[config.mk]
export PLATFORM = sky130hd
export DESIGN_NAME = fca_ram
export DESIGN_NICKNAME = d
export VERILOG_FILES = /design/src/rtl/fca_ram.sv
export SDC_FILE = /design/constraint.sdc
export NUM_CORES = 2
export LEC_CHECK = 0
export BUFFER_PORTS_ARGS = -buffer_cell sky130_fd_sc_hd__buf_2
export CORE_MARGIN = 10
export CORE_UTILIZATION = 50
export CTS_BUF_LIST = sky130_fd_sc_hd__clkbuf_4 sky130_fd_sc_hd__clkbuf_8 sky130_fd_sc_hd__clkbuf_16
export DETAILED_ROUTE_END_ITERATION = 16
export PLACE_DENSITY = 0.69
export SLEW_MARGIN = 30
export SYNTH_ARGS = -nofsm -noshare
export SYNTH_HDL_FRONTEND = slang
export SYNTH_SLANG_ARGS = --single-unit
[constraint.sdc]
create_clock -name clock -period 8.1 [get_ports clock]
set_input_delay 1.62 -clock clock [delete_from_list [all_inputs] [get_ports clock]]
set_output_delay 1.62 -clock clock [all_outputs]
set_load 0.01 [all_outputs]
[src/rtl/fca_ram.sv]
// Generic single-write, single-read RAM with registered read data.
module fca_ram #(
   parameter int WIDTH = 16,
   parameter int DEPTH = 256
) (
   input  logic                     clock,
   input  logic                     we,
   input  logic [$clog2(DEPTH)-1:0] waddr,
   input  logic [WIDTH-1:0]         wdata,
   input  logic                     re,
   input  logic [$clog2(DEPTH)-1:0] raddr,
   output logic [WIDTH-1:0]         rdata
);

   logic [WIDTH-1:0] mem [DEPTH];

   always_ff @(posedge clock) begin
      if (we) begin
         mem[waddr] <= wdata;
      end
      if (re) begin
         rdata <= mem[raddr];
      end
   end

endmodule

* Word-level counts from Yosys, hierarchy flattened
Memories as Yosys holds them, arrays and structs flattened. A register that Yosys moved wholly into a read port is not among the register bits. Index checks and enable logic that the tools add are counted.
Word-level totals: RAM bits 4096, latch bits 0, memories 1, output and inout port bits 16, input bits 35, bits in read-only memories 0, flip-flop bits (word level) 0, word-level logic and storage cells 3
Cells by class: reductions and logical operators 0, shift-type cells 0, mux-type cells 2, eq/ne operators 0, div/mod/pow operators 0, add/sub/neg operators 0, bitwise operators 0, multiply operators 0, $lt $le $gt $ge 0
Memory list:
- mem | depth 256, bits a word 16, rd ports 1, clocked after Yosys merged registers in 1, wr ports 1, RTL line 15 | logic [WIDTH-1:0] mem [DEPTH];
Operator list (count):
- 2-to-1 mux 1 bit | 2

* Logic depth before layout (Yosys ltp)
word-level depth 2, gate-level depth with buffers 12

* Worst setup path before layout
OpenSTA, ideal clock, no wires.
kind input-to-reg, start input port raddr[0], end register rdata[4], read port of mem, data pin, slack 4.231 ns, required time 7.835 ns, arrival time 3.604 ns, stages on the path 8, path buffers 3, setup time 0.265 ns, cell sequence buf_6 > buf_6 > buf_2 > mux4_2 > mux4_2 > a22o_1 > o32ai_2 > nor4_2
RTL lines:
- from (decl) | RTL line 11 | input logic [$clog2(DEPTH)-1:0] raddr,
- to (decl) | RTL line 12 | output logic [WIDTH-1:0] rdata

==> results.tsv <==
stage	metric	value	unit
floorplanning	Row Count	206	
global_route	first-pass GRT wire length	590	mm
timing	minimum clock period	4930	ps
placement	GP Congestion	0.899	
worst_hold_path	min-delay src	wdata[3]	
synthesis	cell with the most instances after synthesis	edfxtp_1	
timing	hold_ws	1120	ps
drt	Routed wire per std cell	33.8	µm
timing	Worst Tran Pin Value	1140	ps
pwr	PwrDens	248	mW/mm²
clock_tree	CTS sink cnt	4112	
clock_tree	latest clock arrival within the worst-skew pair	990	ps
pwr	Power, Total	0.0444	W
timing	slack of the critical path	3170	ps
finish	share of cells above drive strength 1	25.3	%
clock_tree	CTS tree	yes	
global_route	total gr overflow	0	
synthesis	post-synthesis register bit count	4112	
clock_tree	TritonCTS Buffers	394	
floorplanning	core footprint	0.316	mm²
placement	HPWL after DPL	242	mm
synthesis	post-synth top area cell	edfxtp_1	
timing	clk_skew	85.6	ps
timing	endpoints failing hold	0	
floorplanning	DIE AREA	0.341	mm²
run	# Max-Cap Violations	0	
floorplanning	Initial Utilization	50.3	%
finish	nets	7792	
clock_tree	CTS max path bufs	4	
synthesis	post-synth top area share	77.7	%
pwr	Leakage Power	56.6	nW
timing	Setup violations, final	0	
synthesis	syn avg cell area	21.6	µm²
clock_tree	H-tree lvl count	5	
setup_path	Data arrival, critical path	5680	ps
setup_path	element type at the critical path end	flip-flop	
global_route	vias in the first global route	78902	
finish	area of the multi-input gates	0.0330	mm²
placement	Port-buffer cells	50	
drt	# DRC	0	
setup_path	Crit Path Class	primary input to flip-flop	
drt	wirelength, routed	414	mm
finish	post-route cell area	0.179	mm²
outcome	status	finished, final reports clean	
global_route	antenna violations before repair	23	
finish	Syn-to-layout area delta	12.6	%
setup_path	CP Launch Type	primary input	
timing	fmax	203	MHz
clock_tree	Reg clk slew, reported paths	60	ps
synthesis	synth top area cells	edfxtp_1 78%, mux4_2 11%, mux2i_1 3.6%	
setup_path	worst-path fanout max	75	
floorplanning	Die Wd	584	µm
drt	drt first pass iters	6	
setup_path	flop2flop setup slack	4830	ps
synthesis	yosys warns	0	
synthesis	Post-synth top cells	4112 x edfxtp_1, 797 x mux4_2, 565 x mux2i_1, 304 x nor2_1, 252 x o221ai_1	
setup_path	CP startpoint	raddr[0]	
clock_tree	PostCTS Resize Cnt	0	
global_route	largest net degree at the start of global routing	173	
synthesis	Seq/Total Area, Yosys	77.7	%
floorplanning	Die Height	584	µm
synthesis	Most used DFF post-synth	edfxtp_1	
clock_tree	cts hold-fix bufs	0	
finish	FILL cells	22402	
drt	vias per cell	6.50	
timing	setup TNS	0	ps
drt	1st-iter DRT viols	11542	
timing	fin crit share	60.9	%
drt	total number of vias	79576	
synthesis	Cell Area, Synth	0.159	mm²
pwr	maximum ir drop on the vdd rail	0.000179	V
clock_tree	clk root buf	clkbuf_16	
placement	placed cell areas	0.165	mm²
timing	RSZ-0062 raised after global routing	no	
setup_path	FF-to-FF Start	mem[131][7]$_DFFE_PP_	
timing	Final Max Tran Viols	0	
clock_tree	Post-CTS Setup Bufs	0	
synthesis	number of flops mapped to enable cells by yosys	4112	
placement	Place WS	2330	ps
drt	Post-DRT Antenna Nets	0	
synthesis	Syn Inst Count	7360	
finish	register area	0.123	mm²
global_route	GRT Resource Usage Total	23.9	%
synthesis	post-synthesis cell type count	51	
synthesis	syn nets	7395	
timing	Slew headroom	23.7	%
floorplanning	IO Count	51	
worst_hold_path	worst hold path class	primary input to flip-flop	
synthesis	Synth async-reset ratio	0	%
setup_path	Worst Path Required	8840	ps
[registers in the layout, indices dropped and copies added, names as in the netlist]
register / count
mem: 4096
rdata: 16
[layout by cell type (no fill, tap or decap), types with 6 or more instances in the layout]
cell,count
a2111oi_0,6
a211oi_1,18
a21oi_1,175
a221oi_1,28
a22o_1,32
a22oi_1,43
a31oi_1,6
and3_1,11
buf_12,23
buf_2,30
buf_4,375
buf_8,17
bufinv_16,45
clkbuf_16,395
clkbuf_4,73
clkinv_1,88
clkinv_16,20
clkinv_2,74
clkinvlp_4,11
diode_2,10
edfxtp_1,4112
inv_6,6
mux2_2,88
mux2i_1,565
mux4_2,797
nand2_1,36
nand3_1,24
nand3_2,11
nand4_1,26
nor2_1,262
nor2_2,26
nor2_4,16
nor2b_1,9
nor3_1,88
nor4_1,17
o21ai_0,35
o221ai_1,252
o22ai_1,148
o31ai_1,13
o32ai_1,20
[power by group]
part / switching [W] / total [W] / internal (W)
Sequential: 0.0000328 / 0.0235 / 0.0235
Clock: 0.00801 / 0.0187 / 0.0107
Combinational: 0.00143 / 0.00214 / 0.000709
Total: 0.00947 / 0.0444 / 0.0349
[worst paths after layout]
kind	end	cells past startpoint
max	rdata[1]$_DFFE_PP_	9
min	mem[227][3]$_DFFE_PP_	1
max reg2reg	rdata[7]$_DFFE_PP_	7
min reg2reg	rdata[8]$_DFFE_PP_	6
[cell families (layout without fill, tap and decap cells)]
logic type / after synthesis / in the layout / share of synthesized area [%]
other: 0 / 10 / 0
muxes: 1450 / 1450 / 15.5
DFF: 4112 / 4112 / 77.7
and+or+nand+nor: 556 / 556 / 1.57
buffers and inverters: 456 / 1176 / 1.69
AOI/OAI and AO/OA: 786 / 786 / 3.53
[metrics by stage]
stage | std cells | util [%]
6_report | 12250 | 56.7
5_1_grt | 12243 | 56.6
4_1_cts | 12237 | 56.6
3_5_place_dp | 11518 | 52.4
3_3_place_gp | 11516 | 52.3
2_1_floorplan | 7360 | -
[layer usage]
metal  global-route usage, %  part of all wire [%]
met3                    5.30                    11
met1                    33.1                    37
met4                    10.3                   5.1
met2                    36.9                    47
met5                       0                 0.013
[worst max-delay path: stages]
cell and delay, ps:
buf_12 500, buf_12 450, buf_4 640, mux2i_1 160, o221ai_1 350, o32ai_1 160, a22oi_1 620, nand4_1 570
nor4_1 350
[area by class of cell]
type	instances	share of cell area, %
inverter	4	0.0154
tap	4160	2.91
clock inverter	251	1.61
antenna	10	0.0140
multi-input combinational	2792	18.5
timing repair buffer	453	2.13
clock buffer	468	5.83
sequential	4112	69.0
(Power assumes the default switching activity.)
